**src/sv/rudr_pkg.sv**
```systemverilog
// shared constants and types for the range up/down ratio core
// no dependencies
package rudr_pkg;

    localparam int PRICE_BITS    = 32;
    localparam int SUM_BITS      = 48;
    localparam int RATIO_BITS    = 40;
    localparam int FRACTION_BITS = 16;
    localparam int INT_BITS      = RATIO_BITS - FRACTION_BITS;
    localparam int WIDE_BITS     = SUM_BITS + INT_BITS;
    localparam int QUEUE_DEPTH   = 4;
    localparam int QUEUE_AW      = $clog2(QUEUE_DEPTH);
    localparam int STEP_BITS     = $clog2(RATIO_BITS);

    typedef logic [SUM_BITS-1:0] sum_t;

    // the two sums of one finished series
    typedef struct packed {
        sum_t up_sum;
        sum_t down_sum;
    } job_t;

endpackage

```
**src/sv/range_up_down_ratio_core.sv**
```systemverilog
// bars are taken one per cycle while in_ready is high; the sums update in the cycle the bar is accepted.
// a last bar queues its sums; the divider skips its restoring steps when the down sum
// is zero or the ratio saturates, and otherwise gives one quotient bit per cycle.
// in_ready drops only while the 4-entry series queue is full, i.e. when series come
// faster than the divider or the receiver holds off. asynchronous active-low reset clears
// the previous price, both sums, the queue and the divider.
module range_up_down_ratio_core (
    input  logic                           clk,
    input  logic                           rst_n,
    input  logic                           in_valid,
    output logic                           in_ready,
    input  logic [rudr_pkg::PRICE_BITS-1:0] price,
    input  logic                           price_ok,
    input  logic [rudr_pkg::PRICE_BITS-1:0] bar_high,
    input  logic                           high_ok,
    input  logic [rudr_pkg::PRICE_BITS-1:0] bar_low,
    input  logic                           low_ok,
    input  logic                           first_bar,
    input  logic                           last_bar,
    output logic                           out_valid,
    input  logic                           out_ready,
    output logic [rudr_pkg::RATIO_BITS-1:0] ratio,
    output logic                           ratio_undefined,
    output logic                           ratio_saturated
);
    import rudr_pkg::*;

    logic push;
    logic queue_full;
    logic pop;
    logic job_valid;
    job_t push_data;
    job_t job;

    rudr_front u_front (
        .clk        (clk),
        .rst_n      (rst_n),
        .in_valid   (in_valid),
        .in_ready   (in_ready),
        .price      (price),
        .price_ok   (price_ok),
        .bar_high   (bar_high),
        .high_ok    (high_ok),
        .bar_low    (bar_low),
        .low_ok     (low_ok),
        .first_bar  (first_bar),
        .last_bar   (last_bar),
        .queue_full (queue_full),
        .push       (push),
        .push_data  (push_data)
    );

    rudr_queue u_queue (
        .clk       (clk),
        .rst_n     (rst_n),
        .push      (push),
        .push_data (push_data),
        .full      (queue_full),
        .pop       (pop),
        .not_empty (job_valid),
        .pop_data  (job)
    );

    rudr_divider u_divider (
        .clk             (clk),
        .rst_n           (rst_n),
        .job_valid       (job_valid),
        .job             (job),
        .pop             (pop),
        .out_valid       (out_valid),
        .out_ready       (out_ready),
        .ratio           (ratio),
        .ratio_undefined (ratio_undefined),
        .ratio_saturated (ratio_saturated)
    );

endmodule

```
**src/sv/rudr_queue.sv**
```systemverilog
// short queue of finished series between the bar front end and the divider
// depends on rudr_pkg
module rudr_queue (
    input  logic          clk,
    input  logic          rst_n,
    input  logic          push,
    input  rudr_pkg::job_t push_data,
    output logic          full,
    input  logic          pop,
    output logic          not_empty,
    output rudr_pkg::job_t pop_data
);
    import rudr_pkg::*;

    job_t                mem_reg [QUEUE_DEPTH];
    job_t                pop_data_reg;
    logic [QUEUE_AW-1:0] wr_ptr_reg;
    logic [QUEUE_AW-1:0] rd_ptr_reg;
    logic [QUEUE_AW-1:0] rd_ptr_next;
    logic [QUEUE_AW:0]   count_reg;
    logic                do_push;
    logic                do_pop;

    assign full        = (count_reg == (QUEUE_AW+1)'(QUEUE_DEPTH));
    assign not_empty   = (count_reg != '0);
    assign do_push     = push && !full;
    assign do_pop      = pop && not_empty;
    assign rd_ptr_next = do_pop ? rd_ptr_reg + 1'b1 : rd_ptr_reg;
    assign pop_data    = pop_data_reg;

    // head item is registered; an item written into the head slot goes straight through
    always_ff @(posedge clk)
    begin
        if (do_push)
        begin
            mem_reg[wr_ptr_reg] <= push_data;
        end
        if (do_push && (wr_ptr_reg == rd_ptr_next))
        begin
            pop_data_reg <= push_data;
        end
        else
        begin
            pop_data_reg <= mem_reg[rd_ptr_next];
        end
    end

    always_ff @(posedge clk or negedge rst_n)
    begin
        if (!rst_n)
        begin
            wr_ptr_reg <= '0;
            rd_ptr_reg <= '0;
            count_reg  <= '0;
        end
        else
        begin
            if (do_push)
            begin
                wr_ptr_reg <= wr_ptr_reg + 1'b1;
            end
            rd_ptr_reg <= rd_ptr_next;
            unique case ({do_push, do_pop})
                2'b10:   count_reg <= count_reg + 1'b1;
                2'b01:   count_reg <= count_reg - 1'b1;
                default: count_reg <= count_reg;
            endcase
        end
    end

endmodule

```
**src/sv/rudr_front.sv**
```systemverilog
// bar front end: classifies each bar and keeps the saturating up and down range sums
// depends on rudr_pkg; hands finished series to rudr_queue
module rudr_front (
    input  logic                           clk,
    input  logic                           rst_n,
    input  logic                           in_valid,
    output logic                           in_ready,
    input  logic [rudr_pkg::PRICE_BITS-1:0] price,
    input  logic                           price_ok,
    input  logic [rudr_pkg::PRICE_BITS-1:0] bar_high,
    input  logic                           high_ok,
    input  logic [rudr_pkg::PRICE_BITS-1:0] bar_low,
    input  logic                           low_ok,
    input  logic                           first_bar,
    input  logic                           last_bar,
    input  logic                           queue_full,
    output logic                           push,
    output rudr_pkg::job_t                 push_data
);
    import rudr_pkg::*;

    logic [PRICE_BITS-1:0] previous_price_reg;
    logic                  previous_ok_reg;
    sum_t                  up_sum_reg;
    sum_t                  down_sum_reg;
    sum_t                  up_sum_next;
    sum_t                  down_sum_next;

    logic                  accept;
    logic                  counts;
    logic [PRICE_BITS-1:0] bar_range;
    logic [SUM_BITS:0]     up_add;
    logic [SUM_BITS:0]     down_add;

    assign in_ready = !queue_full;
    assign accept   = in_valid && in_ready;

    assign counts    = previous_ok_reg && price_ok && high_ok && low_ok && (bar_high > bar_low);
    assign bar_range = bar_high - bar_low;
    assign up_add    = {1'b0, up_sum_reg} + (SUM_BITS+1)'(bar_range);
    assign down_add  = {1'b0, down_sum_reg} + (SUM_BITS+1)'(bar_range);

    always_comb
    begin
        up_sum_next   = up_sum_reg;
        down_sum_next = down_sum_reg;
        priority if (first_bar)
        begin
            up_sum_next   = '0;
            down_sum_next = '0;
        end
        else if (counts && (price > previous_price_reg))
        begin
            up_sum_next = up_add[SUM_BITS] ? '1 : up_add[SUM_BITS-1:0];
        end
        else if (counts && (price < previous_price_reg))
        begin
            down_sum_next = down_add[SUM_BITS] ? '1 : down_add[SUM_BITS-1:0];
        end
    end

    // last bar queues the sums as they stand after this bar
    assign push               = accept && last_bar;
    assign push_data.up_sum   = up_sum_next;
    assign push_data.down_sum = down_sum_next;

    always_ff @(posedge clk or negedge rst_n)
    begin
        if (!rst_n)
        begin
            previous_price_reg <= '0;
            previous_ok_reg    <= 1'b0;
            up_sum_reg         <= '0;
            down_sum_reg       <= '0;
        end
        else if (accept)
        begin
            previous_price_reg <= price;
            previous_ok_reg    <= price_ok;
            up_sum_reg         <= up_sum_next;
            down_sum_reg       <= down_sum_next;
        end
    end

endmodule

```
**src/sv/rudr_divider.sv**
```systemverilog
// back end: restoring divider giving up_sum / down_sum as a saturating fixed-point ratio
// depends on rudr_pkg; takes jobs from rudr_queue
module rudr_divider (
    input  logic                           clk,
    input  logic                           rst_n,
    input  logic                           job_valid,
    input  rudr_pkg::job_t                 job,
    output logic                           pop,
    output logic                           out_valid,
    input  logic                           out_ready,
    output logic [rudr_pkg::RATIO_BITS-1:0] ratio,
    output logic                           ratio_undefined,
    output logic                           ratio_saturated
);
    import rudr_pkg::*;

    typedef enum logic [1:0] {
        S_IDLE,
        S_CHECK,
        S_DIV,
        S_OUT
    } state_t;

    state_t                state_reg;
    sum_t                  num_reg;
    sum_t                  den_reg;
    sum_t                  rem_reg;
    logic [RATIO_BITS-1:0] dvd_reg;
    logic [STEP_BITS-1:0]  step_reg;
    logic [RATIO_BITS-1:0] ratio_reg;
    logic                  undefined_reg;
    logic                  saturated_reg;

    logic                  too_big;
    logic [SUM_BITS:0]     trial;
    logic                  fits;

    // integer part needs more than INT_BITS bits exactly when num >= den * 2^INT_BITS
    assign too_big = WIDE_BITS'(num_reg) >= (WIDE_BITS'(den_reg) << INT_BITS);
    assign trial   = {rem_reg, dvd_reg[RATIO_BITS-1]};
    assign fits    = trial >= {1'b0, den_reg};

    assign pop             = (state_reg == S_IDLE) && job_valid;
    assign out_valid       = (state_reg == S_OUT);
    assign ratio           = ratio_reg;
    assign ratio_undefined = undefined_reg;
    assign ratio_saturated = saturated_reg;

    always_ff @(posedge clk or negedge rst_n)
    begin
        if (!rst_n)
        begin
            state_reg     <= S_IDLE;
            num_reg       <= '0;
            den_reg       <= '0;
            rem_reg       <= '0;
            dvd_reg       <= '0;
            step_reg      <= '0;
            ratio_reg     <= '0;
            undefined_reg <= 1'b0;
            saturated_reg <= 1'b0;
        end
        else
        begin
            unique case (state_reg)
                S_IDLE:
                begin
                    if (job_valid)
                    begin
                        num_reg   <= job.up_sum;
                        den_reg   <= job.down_sum;
                        state_reg <= S_CHECK;
                    end
                end
                S_CHECK:
                begin
                    undefined_reg <= 1'b0;
                    saturated_reg <= 1'b0;
                    priority if (den_reg == '0)
                    begin
                        undefined_reg <= 1'b1;
                        ratio_reg     <= '0;
                        state_reg     <= S_OUT;
                    end
                    else if (too_big)
                    begin
                        saturated_reg <= 1'b1;
                        ratio_reg     <= '1;
                        state_reg     <= S_OUT;
                    end
                    else
                    begin
                        // top bits of num go to rem, below den here; low bits shifted by the fraction width to dvd
                        rem_reg   <= num_reg >> INT_BITS;
                        dvd_reg   <= RATIO_BITS'(num_reg[INT_BITS-1:0]) << FRACTION_BITS;
                        ratio_reg <= '0;
                        step_reg  <= '0;
                        state_reg <= S_DIV;
                    end
                end
                S_DIV:
                begin
                    rem_reg   <= fits ? SUM_BITS'(trial - {1'b0, den_reg})
                                      : trial[SUM_BITS-1:0];
                    dvd_reg   <= dvd_reg << 1;
                    ratio_reg <= {ratio_reg[RATIO_BITS-2:0], fits};
                    step_reg  <= step_reg + 1'b1;
                    if (step_reg == STEP_BITS'(RATIO_BITS - 1))
                    begin
                        state_reg <= S_OUT;
                    end
                end
                S_OUT:
                begin
                    if (out_ready)
                    begin
                        state_reg <= S_IDLE;
                    end
                end
                default:
                begin
                    state_reg <= S_IDLE;
                end
            endcase
        end
    end

endmodule

```
**config.mk**
```make
export PLATFORM = sky130hd
export DESIGN_NAME = range_up_down_ratio_core
export DESIGN_NICKNAME = d
export VERILOG_FILES = /design/src/sv/rudr_pkg.sv /design/src/sv/range_up_down_ratio_core.sv /design/src/sv/rudr_queue.sv /design/src/sv/rudr_front.sv /design/src/sv/rudr_divider.sv
export SDC_FILE = /design/constraint.sdc
export NUM_CORES = 1
export LEC_CHECK = 0
export ABC_AREA = 1
export BUFFER_PORTS_ARGS = -buffer_cell sky130_fd_sc_hd__buf_2
export CORE_MARGIN = 10
export CORE_UTILIZATION = 40
export CTS_CLUSTER_DIAMETER = 50
export DETAILED_ROUTE_END_ITERATION = 6
export PLACE_DENSITY_LB_ADDON = 0.05
export SYNTH_ARGS = -nofsm -noshare
export SYNTH_HDL_FRONTEND = slang
export SYNTH_SLANG_ARGS = --single-unit
```
**constraint.sdc**
```tcl
create_clock -name clk -period 7.7 [get_ports clk]
set_input_delay 1.54 -clock clk [delete_from_list [all_inputs] [get_ports clk]]
set_output_delay 1.54 -clock clk [all_outputs]
set_load 0.005 [all_outputs]
```
== Word-level counts from Yosys, hierarchy flattened ==
Memories as Yosys holds them, arrays and structs flattened. A register that Yosys moved wholly into a read port is not among the register bits.
Cells that the tools add are included.

* Flip-flop bits (word level): 370
* Memories: 1
* Memory bits (writable): 384
* Input port bits: 105
* Bits in latches: 0
* Logic and storage cells: 96
* Output and inout bits: 44
* Bits in read-only memories: 0

* Bitwise gates (word level): 0
* Equal/unequal tests: 12
* $lt $le $gt $ge: 5
* Div/mod/pow operators: 0
* Multipliers: 0
* Muxes and demuxes: 33
* $add $sub $neg: 9
* Reduce and logical (&&, ||, !) cells: 20
* Shift-type cells: 0

{| class="wikitable"
|+ Memory list
! memory !! words !! bits a word !! rd ports !! clocked after Yosys merged registers in !! write ports !! RTL line !! RTL
|-
| u_queue.mem_reg || 4 || 96 || 1 || 1 || 1 || rudr_queue.sv:15 || <nowiki>job_t mem_reg [QUEUE_DEPTH];</nowiki>
|}

{| class="wikitable"
|+ Operators with widths
! kind !! count
|-
| two-way mux 48 bit || 10
|-
| two-way mux 40 bit || 4
|-
| case mux 40 bit (2 select lines) || 2
|-
| adder 48 x 32 -> 49 bit || 2
|-
| case mux 48 bit (2 select lines) || 1
|-
| greater-or-equal comparator 48 x 72 -> 1 bit || 1
|-
| greater-than comparator 32 bit || 2
|-
| greater-or-equal comparator 49 x 48 -> 1 bit || 1
|-
| logical NOT 48 bit || 1
|-
| subtractor 48 bit || 1
|-
| less-than comparator 32 bit || 1
|-
| subtractor 32 bit || 1
|-
| two-way mux 6 bit || 2
|-
| case mux 6 bit (2 select lines) || 1
|-
| logical AND 1 bit || 11
|-
| two-way mux 2 bit || 5
|-
| case mux 2 bit (4 select lines) || 1
|-
| adder 6 x 1 -> 6 bit, second input constant || 1
|-
| == test 2 bit, second input constant || 3
|-
| == test 6 bit, second input constant || 1
|-
| two-way mux 1 bit || 6
|-
| inequality test 2 x 1 -> 1 bit, second input constant || 3
|-
| case mux 3 bit (2 select lines) || 1
|-
| AND reduction 3 bit || 2
|-
| other kinds (11) || 15
|}

== Depth between registers and ports, before layout ==
Gate-level depths: netlist of run 1.

* Word-level depth: 8
* Depth in mapped cells: 31
* Depth with buffers taken out: 31

== Hierarchy ==
Synthesis of run 1 repeated with hierarchy kept, for this count alone.

* Cell total of the unflattened synthesis: 6335
* Area total of the unflattened synthesis: 46953.8 um2

{| class="wikitable"
|+ Modules (own cells, without submodules)
! module !! area each (um2) !! times used !! cells an instance !! sequential area each (um2)
|-
| rudr_front || 16844.9 || 1 || 3061 || 3228.1
|-
| rudr_queue || 16031.6 || 1 || 1184 || 11746.3
|-
| rudr_divider || 14077.3 || 1 || 2090 || 5455.2
|}

== Worst setup path after synthesis of run 1 ==
Ideal clock, no wire load.

* Kind: input -> register
* From: input in_valid
* To: memory u_queue.mem_reg[0][0] (netlist bit), enable pin
* Path slack: 827 ps
* Library setup time: 552 ps
* Required time: 7148 ps
* Data arrival time: 6321 ps
* Stages on the path: 5
* Path buffers: 1
* Cell sequence: nand2_1 inv_2 clkbuf_1 nand2_1 nor2_1

* Word-level cells in the longest chain between the ends: 5

{| class="wikitable"
|+ Ends and longest elaborated chain
! what !! RTL line !! RTL
|-
| start, declared || range_up_down_ratio_core.sv:10 || <nowiki>input logic in_valid,</nowiki>
|-
| logical AND 1 bit || rudr_front.sv:36 || <nowiki>assign accept = in_valid && in_ready;</nowiki>
|-
| logical AND 1 bit || rudr_front.sv:63 || <nowiki>assign push = accept && last_bar;</nowiki>
|-
| logical AND 1 bit || rudr_queue.sv:26 || <nowiki>assign do_push = push && !full;</nowiki>
|-
| two-way mux 1 bit || rudr_queue.sv:34 || <nowiki>if (do_push)</nowiki>
|-
| two-way mux 1 bit (not written as such) || rudr_queue.sv:36 || <nowiki>mem_reg[wr_ptr_reg] <= push_data;</nowiki>
|-
| end, declared || rudr_queue.sv:15 ||
|}

No other way between the ends.

==> out/results.txt, run 1 <==
Post-DP HPWL -> 116600 um
Hold crit path type -> reg2reg
First-pass GRT wire length -> 240300 um
CTS Buf Count -> 104
CTS tree -> built
Hold path cells -> 1
DIE AREA -> 128000 um^2
Worst Skew -> 0.02642 ns
R2R cell count -> 7
CORE AREA -> 113000 um^2
DR iter-0 viols -> 3197
FFs w/ async S/R, synth -> 0.4784
Post-synth top cells -> nand2_1, inv_1, nor2_1
CP most frequent cell -> nand2_1
Critical Path AT -> 6.22 ns
Hold Crit Start -> u_queue.rd_ptr_reg[1]$_DFF_PN0_
Antenna viol nets, final -> 0
Critical Path Start -> bar_high[0]
Cts repair resizes -> 0
Comb power frac -> 0.439
Post-route cell area -> 51370 um^2
Psw -> 8.231 mW
FF-to-FF Start -> u_queue.count_reg[0]$_DFFE_PN0P_
Number of flip-flops in the largest register -> 384
Clk pwr share -> 0.267
Tmin final -> 5.824 ns
Total track usage -> 0.2435
# Max-Cap Violations -> 0
Slowest-stage cell, CP -> xor2_1
Worst-Margin Slew -> 1.113 ns
Area fraction of the dominant cell type after synthesis -> 0.2527
Postcts setup bufs -> 0
Register area -> 20440 um^2
Crit start category -> input pin
Clock tree buffer depth -> 3
Via count -> 40420
Final wirelength -> 158400 um
Slew Limit Fails -> 0
# setup viols final -> 0
Worst VDD drop -> 211.8 uV
Required time of the worst setup path -> 8.10 ns
CP Capture Type -> flip-flop
Pint -> 10.16 mW
Syn-to-layout area delta -> 12.57%
Leak -> 24.73 nW
Period utilization -> 0.7564
Syn nets -> 6401
GR met3 Demand/Resource -> 0.03695
Sw frac -> 0.4476
Die Width -> 357.8 um
Crit-path max FO -> 16
Synthesized instance count -> 6077
Top Ports -> 149
Nets -> 6479
Gr busiest metal -> met2
H-Tree Depth -> 3
Clk slew on worst S/H paths -> 0.06 ns
Unrepaired setup endpoints after global routing -> no
Global placer's final weighted congestion -> 0.9652
Synth area leaders -> edfxtp_1, dfrtp_1, nand2_1, inv_1, nor2_1
Power per cell area -> 357.9 nW/um^2
Top FF cell, synth -> edfxtp_1
Clock Sinks -> 740
Cell family contributing the most delay on the critical path -> compound AO/OA/AOI/OAI gates
Vias in the first global route -> 38260
Initial antenna violation count -> 4
Clk Latency, worst-skew pair -> 0.71 ns
CP Class -> in2reg
Post-Syn Area -> 45640 um^2
Routed vias/inst -> 5.218
Stages on worst setup path -> 28
Filler cell count in the final layout -> 11530
Starting Density -> 0.4040
Layout cells sized above 1 -> 0.06453
DRC viols -> 0
Headroom to the max-slew limit -> 0.2560
Synth area leader -> edfxtp_1
Root Buffer -> clkbuf_16
Yosys cell types -> 52
Synth warn -> 0
Cts hold-fix bufs -> 0
Tot Pwr -> 18.39 mW
# port buffers -> 148
WP buf/inv -> 6
Met1 usage -> 0.3617
Pre-Repair DR Iteration Count -> 6
Sequential-to-total area share from yosys stat -> 0.4477
Most common cell in the synthesized netlist -> nand2_1
Reg power frac -> 0.294
Routed WL per cell -> 20.45 um
EDFF count, synth -> 384
Status -> finished, final reports clean
Largest net degree at the start of global routing -> 137
Avg Inst Size Synth -> 7.510 um^2
Flops & latches, synth -> 740
Fmax -> 171.7 MHz
Die height -> 357.8 um
Placed Area -> 47800 um^2
Area of the multi-input gates -> 21330 um^2
Rows -> 123
Met2 usage -> 0.3696
TNS Setup -> 0 ns
Final hold vios -> 0
Gr ovfl total -> 0
CP max stage delay -> 0.43 ns
-- worst register-to-register path, stage by stage (launching register included) --
cell,delay (ns)
dfrtp_1,0.41
inv_1,0.10
nand3_1,0.38
nand2_4,0.48
inv_4,0.78
nand2_1,0.67
nor2_4,1.01
buf_4,0.53
-- per-stage QoR --
step                      hold slack [ns]    util  worst slack [ns]  instances
after floorplan                    0.4322       -            0.8269       6077
after global placement             0.4507  0.4232             1.168       7549
after detailed placement           0.4516  0.4232             1.125       7549
after CTS                          0.4622  0.4548             1.875       7745
after global routing               0.4868  0.4548             1.375       7745
final                              0.4578  0.4548             1.876       7746
-- power by group through the flow --
stage	Combinational, mW	Sequential (mW)	Clock [mW]
6_report	8.07	5.41	4.90
5_1_grt	9.08	5.48	5.17
2_1_floorplan	5.56	5.27	0
3_5_place_dp	8.05	5.48	0
3_3_place_gp	8.03	5.47	0
4_1_cts	8.08	5.41	5.01
-- worst paths after layout --
kind,to,slack (ns)
worst max register to register,u_queue.mem_reg[1][8]$_DFFE_PP_,2.96
worst min-delay path,flip-flop,0.46
worst min register to register,flip-flop,0.46
worst max-delay path,u_queue.mem_reg[2][46]$_DFFE_PP_,1.88
min in group asynchronous,u_divider.rem_reg[47]$_DFFE_PN0P_,0.71
max in group asynchronous,u_front.down_sum_reg[5]$_DFFE_PN0P_,5.71
-- cell usage in the layout (no fill, tap or decap), types with 8 or more instances in the layout --
master      count
nor3_1         41
o21bai_1       14
or2_1          12
clkbuf_16     105
xnor2_1        46
clkbuf_1       22
nand2_1      1827
clkinvlp_4     11
buf_4          34
edfxtp_1      384
o21ai_0       409
buf_2         146
a21oi_1       207
dfrtp_1       354
nor2_1        720
inv_1         788
inv_8           8
o21ai_1        24
ha_1          213
bufinv_16      11
inv_6           9
nand3b_1       12
inv_2          10
a21o_1         51
clkinv_2       12
nand4_1       210
a31oi_1        30
xor2_1         59
nand3_1       307
o22ai_1        73
-- cell families (layout without fill, tap and decap cells) --
group	after synthesis	in the layout	share of synthesized area
buffers and inverters	1017	1185	0.08634
AO/OA/AOI/OAI	826	826	0.09840
other	0	1	0
flip-flops	740	740	0.4477
AND/OR/NAND/NOR	3170	3170	0.2866
adder cells (fa/ha/maj)	219	219	0.06087
XOR/XNOR	105	105	0.02015
-- routing by layer --
metal | vias to the layer above | share of wire
met5 | - | 0
met4 | 0 | 0.022
met3 | 174 | 0.060
met2 | 1092 | 0.43
met1 | 19170 | 0.49
li1 | 19980 | -
-- final cells by class --
class / instances / share of cell area
diodes: 1 / 0.00004871
flip-flops and latches: 740 / 0.3978
well taps: 1500 / 0.03653
clock inverters: 65 / 0.01566
multi-input cells: 4320 / 0.4152
clock buffers: 131 / 0.05382
inverters: 801 / 0.05872
repair buffers: 188 / 0.02221
(Power assumes the default switching activity.)
==> inputs of run 2 (changes only) <==
==> constraint.sdc (replaced) <==
create_clock -name clk -period 5.3 [get_ports clk]
set_input_delay 1.06 -clock clk [delete_from_list [all_inputs] [get_ports clk]]
set_output_delay 1.06 -clock clk [all_outputs]
set_load 0.005 [all_outputs]
==> out/results.txt, run 2 (synthesis gave the netlist of run 1 again) <==
Status -> finished with violations
Failing checks -> DRC
Gr ovfl total -> 0 (unchanged)
Die height -> 357.8 um (unchanged)
Pre-Repair DR Iteration Count -> 7 (+1)
Starting Density -> 0.4040 (unchanged)
Cts repair resizes -> 0 (unchanged)
Routed vias/inst -> 5.109 (-2.1%)
DR iter-0 viols -> 3473 (+8.6%)
Cts hold-fix bufs -> 0 (unchanged)
Clock Sinks -> 740 (unchanged)
Cells after DPL -> 7869 (+4.2%)
H-Tree Depth -> 3 (unchanged)
# Max-Cap Violations -> 0 (unchanged)
TNS Setup -> 0 ns (unchanged)
CTS tree -> built
Clk slew on worst S/H paths -> 0.06 ns (about the same)
Fmax -> 207.4 MHz
Hold crit path type -> in2async
CP Capture Type -> flip-flop
Unrepaired setup endpoints after global routing -> no
Headroom to the max-slew limit -> 0.2227 (-0.03330)
Final non-filler cell total -> 8054 (+4.0%)
# setup viols final -> 0 (unchanged)
CTS Buf Count -> 98 (-5.8%)
Critical Path AT -> 5.27 ns (-0.95 ns)
Worst Skew -> 0.04602 ns (+0.01961 ns)
DIE AREA -> 128000 um^2 (unchanged)
Nets -> 6793 (+4.8%)
Initial antenna violation count -> 4 (unchanged)
Top Ports -> 149 (unchanged)
Layout cells sized above 1 -> 0.1108 (+0.04624)
Most common cell after layout, fill and taps aside -> nand2_1
CP Class -> in2reg
Worst-Margin Slew -> 1.164 ns (+0.05089 ns)
Slew Limit Fails -> 0 (unchanged)
Worst VDD drop -> 298.8 uV (+41%)
Clock tree buffer depth -> 3 (unchanged)
Vias in the first global route -> 39600 (+3.5%)
Required time of the worst setup path -> 5.75 ns (-2.35 ns)
First-pass GRT wire length -> 239600 um (-0.29%)
Total track usage -> 0.2392 (-0.004247)
Tmin final -> 4.821 ns
Filler cell count in the final layout -> 11390 (-1.2%)
Final hold vios -> 0 (unchanged)
Period utilization -> 0.9095
DRC viols -> 4 (+4)
Die Width -> 357.8 um (unchanged)
Number of flip-flops in the largest register -> 384 (unchanged)
Root Buffer -> clkbuf_16
Global placer's final weighted congestion -> 0.9593 (-0.61%)
Crit start category -> input pin
Most frequent cells in the layout -> nand2_1, inv_1, nor2_1, o21ai_0, edfxtp_1
ANT cells -> 0 (-1)
Final wirelength -> 155700 um (-1.7%)
Leak -> 26.24 nW (+6.1%)
CORE AREA -> 113000 um^2 (unchanged)
Routed WL per cell -> 19.34 um (-5.5%)
Clk Latency, worst-skew pair -> 0.71 ns (about the same)
Largest net degree at the start of global routing -> 115 (-16%)
# port buffers -> 148 (unchanged)
Post-DP HPWL -> 117600 um (+0.83%)
Crit-path max FO -> 5 (-11)
Syn-to-layout area delta -> 17.65%
Rows -> 123 (unchanged)
Via count -> 41150 (+1.8%)
Power per cell area -> 498.2 nW/um^2 (+39%)
Postcts setup bufs -> 0 (unchanged)
Antenna viol nets, final -> 0 (unchanged)
[run 2: cell types whose count changed in the layout (fill, tap and decap cells not counted), sizes merged]
cell | previous run | this run
buf | 188 | 508
bufinv | 11 | 8
clkbuf | 131 | 114
clkinv | 26 | 33
clkinvlp | 11 | 9
diode | 1 | 0
inv | 818 | 822
[run 2: stage by stage]
step | instance area, um^2 | power (mW) | worst slack [ns] | util | hold WS, ns
after global routing | 53690 | 28.73 | 0.04670 | 0.4753 | 0.3740
after CTS | 53690 | 26.92 | 0.5417 | 0.4753 | 0.3323
after detailed placement | 50280 | 19.96 | -0.1863 | 0.4451 | 0.4453
final | 53690 | 26.75 | 0.4794 | 0.4753 | 0.3378
after floorplan | 45640 | 15.73 | -1.093 | - | 0.4322
after global placement | 50280 | 19.91 | -0.2107 | 0.4451 | 0.4469
[run 2: power by group]
group	leakage, nW	switching [mW]	total [mW]	internal [mW]
logic	16.3	8.39	12.0	3.62
registers	8.26	0.733	7.89	7.16
clock network	1.65	2.83	6.84	4.01
total	26.2	12.0	26.7	14.8
[run 2: worst max-delay path: stages]
cell     delay [ns]
buf_2          0.11
ha_1           0.37
nand2_1        0.16
nor4_1         0.57
nand3_1        0.14
nand3_1        0.21
a31oi_1        0.12
xor2_1         0.16
buf_4          0.16
buf_4          0.15
ha_1           0.29
buf_4          0.13
nand2_1        0.09
nor2_1         0.19
nand2_1        0.11
o21ai_0        0.24
inv_1          0.09
nand2_1        0.13
nand2_1        0.13
nand4_1        0.15
nand2_1        0.17
nor2_1         0.34
[run 2: path summary, 6_finish.rpt]
check                           slack, ns                                        end  cells after the start                         startpoint
worst max-delay path                 0.48           u_queue.mem_reg[3][26]$_DFFE_PP_                     22                       bar_high[18]
worst min-delay path                 0.34          u_divider.rem_reg[42]$_DFFE_PN0P_                      1                              rst_n
worst max register to register       1.65          u_divider.rem_reg[34]$_DFFE_PN0P_                     13  u_divider.den_reg[46]$_DFFE_PN0P_
worst min register to register       0.45            u_queue.rd_ptr_reg[1]$_DFF_PN0_                      1    u_queue.rd_ptr_reg[1]$_DFF_PN0_
max in group asynchronous            3.70  u_front.previous_price_reg[9]$_DFFE_PN0P_                      2                              rst_n
min in group clk                     0.45            u_queue.rd_ptr_reg[1]$_DFF_PN0_                      1    u_queue.rd_ptr_reg[1]$_DFF_PN0_
[run 2: cell type report]
cell class,count,area [um^2],area share
multi-input combinational,4320,21320,0.3971
sequential,740,20440,0.3806
timing repair buffer,508,3631,0.06763
inverter,801,3017,0.05618
clock buffer,114,2604,0.04849
tap,1500,1877,0.03495
clock inverter,71,805.8,0.01501
[run 2: metal layers]
layer	part of all wire	up-vias	global-route usage
met5	0	-	0
met4	0.021	0	0.05410
met3	0.047	174	0.02879
met2	0.44	971	0.3729
met1	0.49	19420	0.3522
li1	-	20580	-
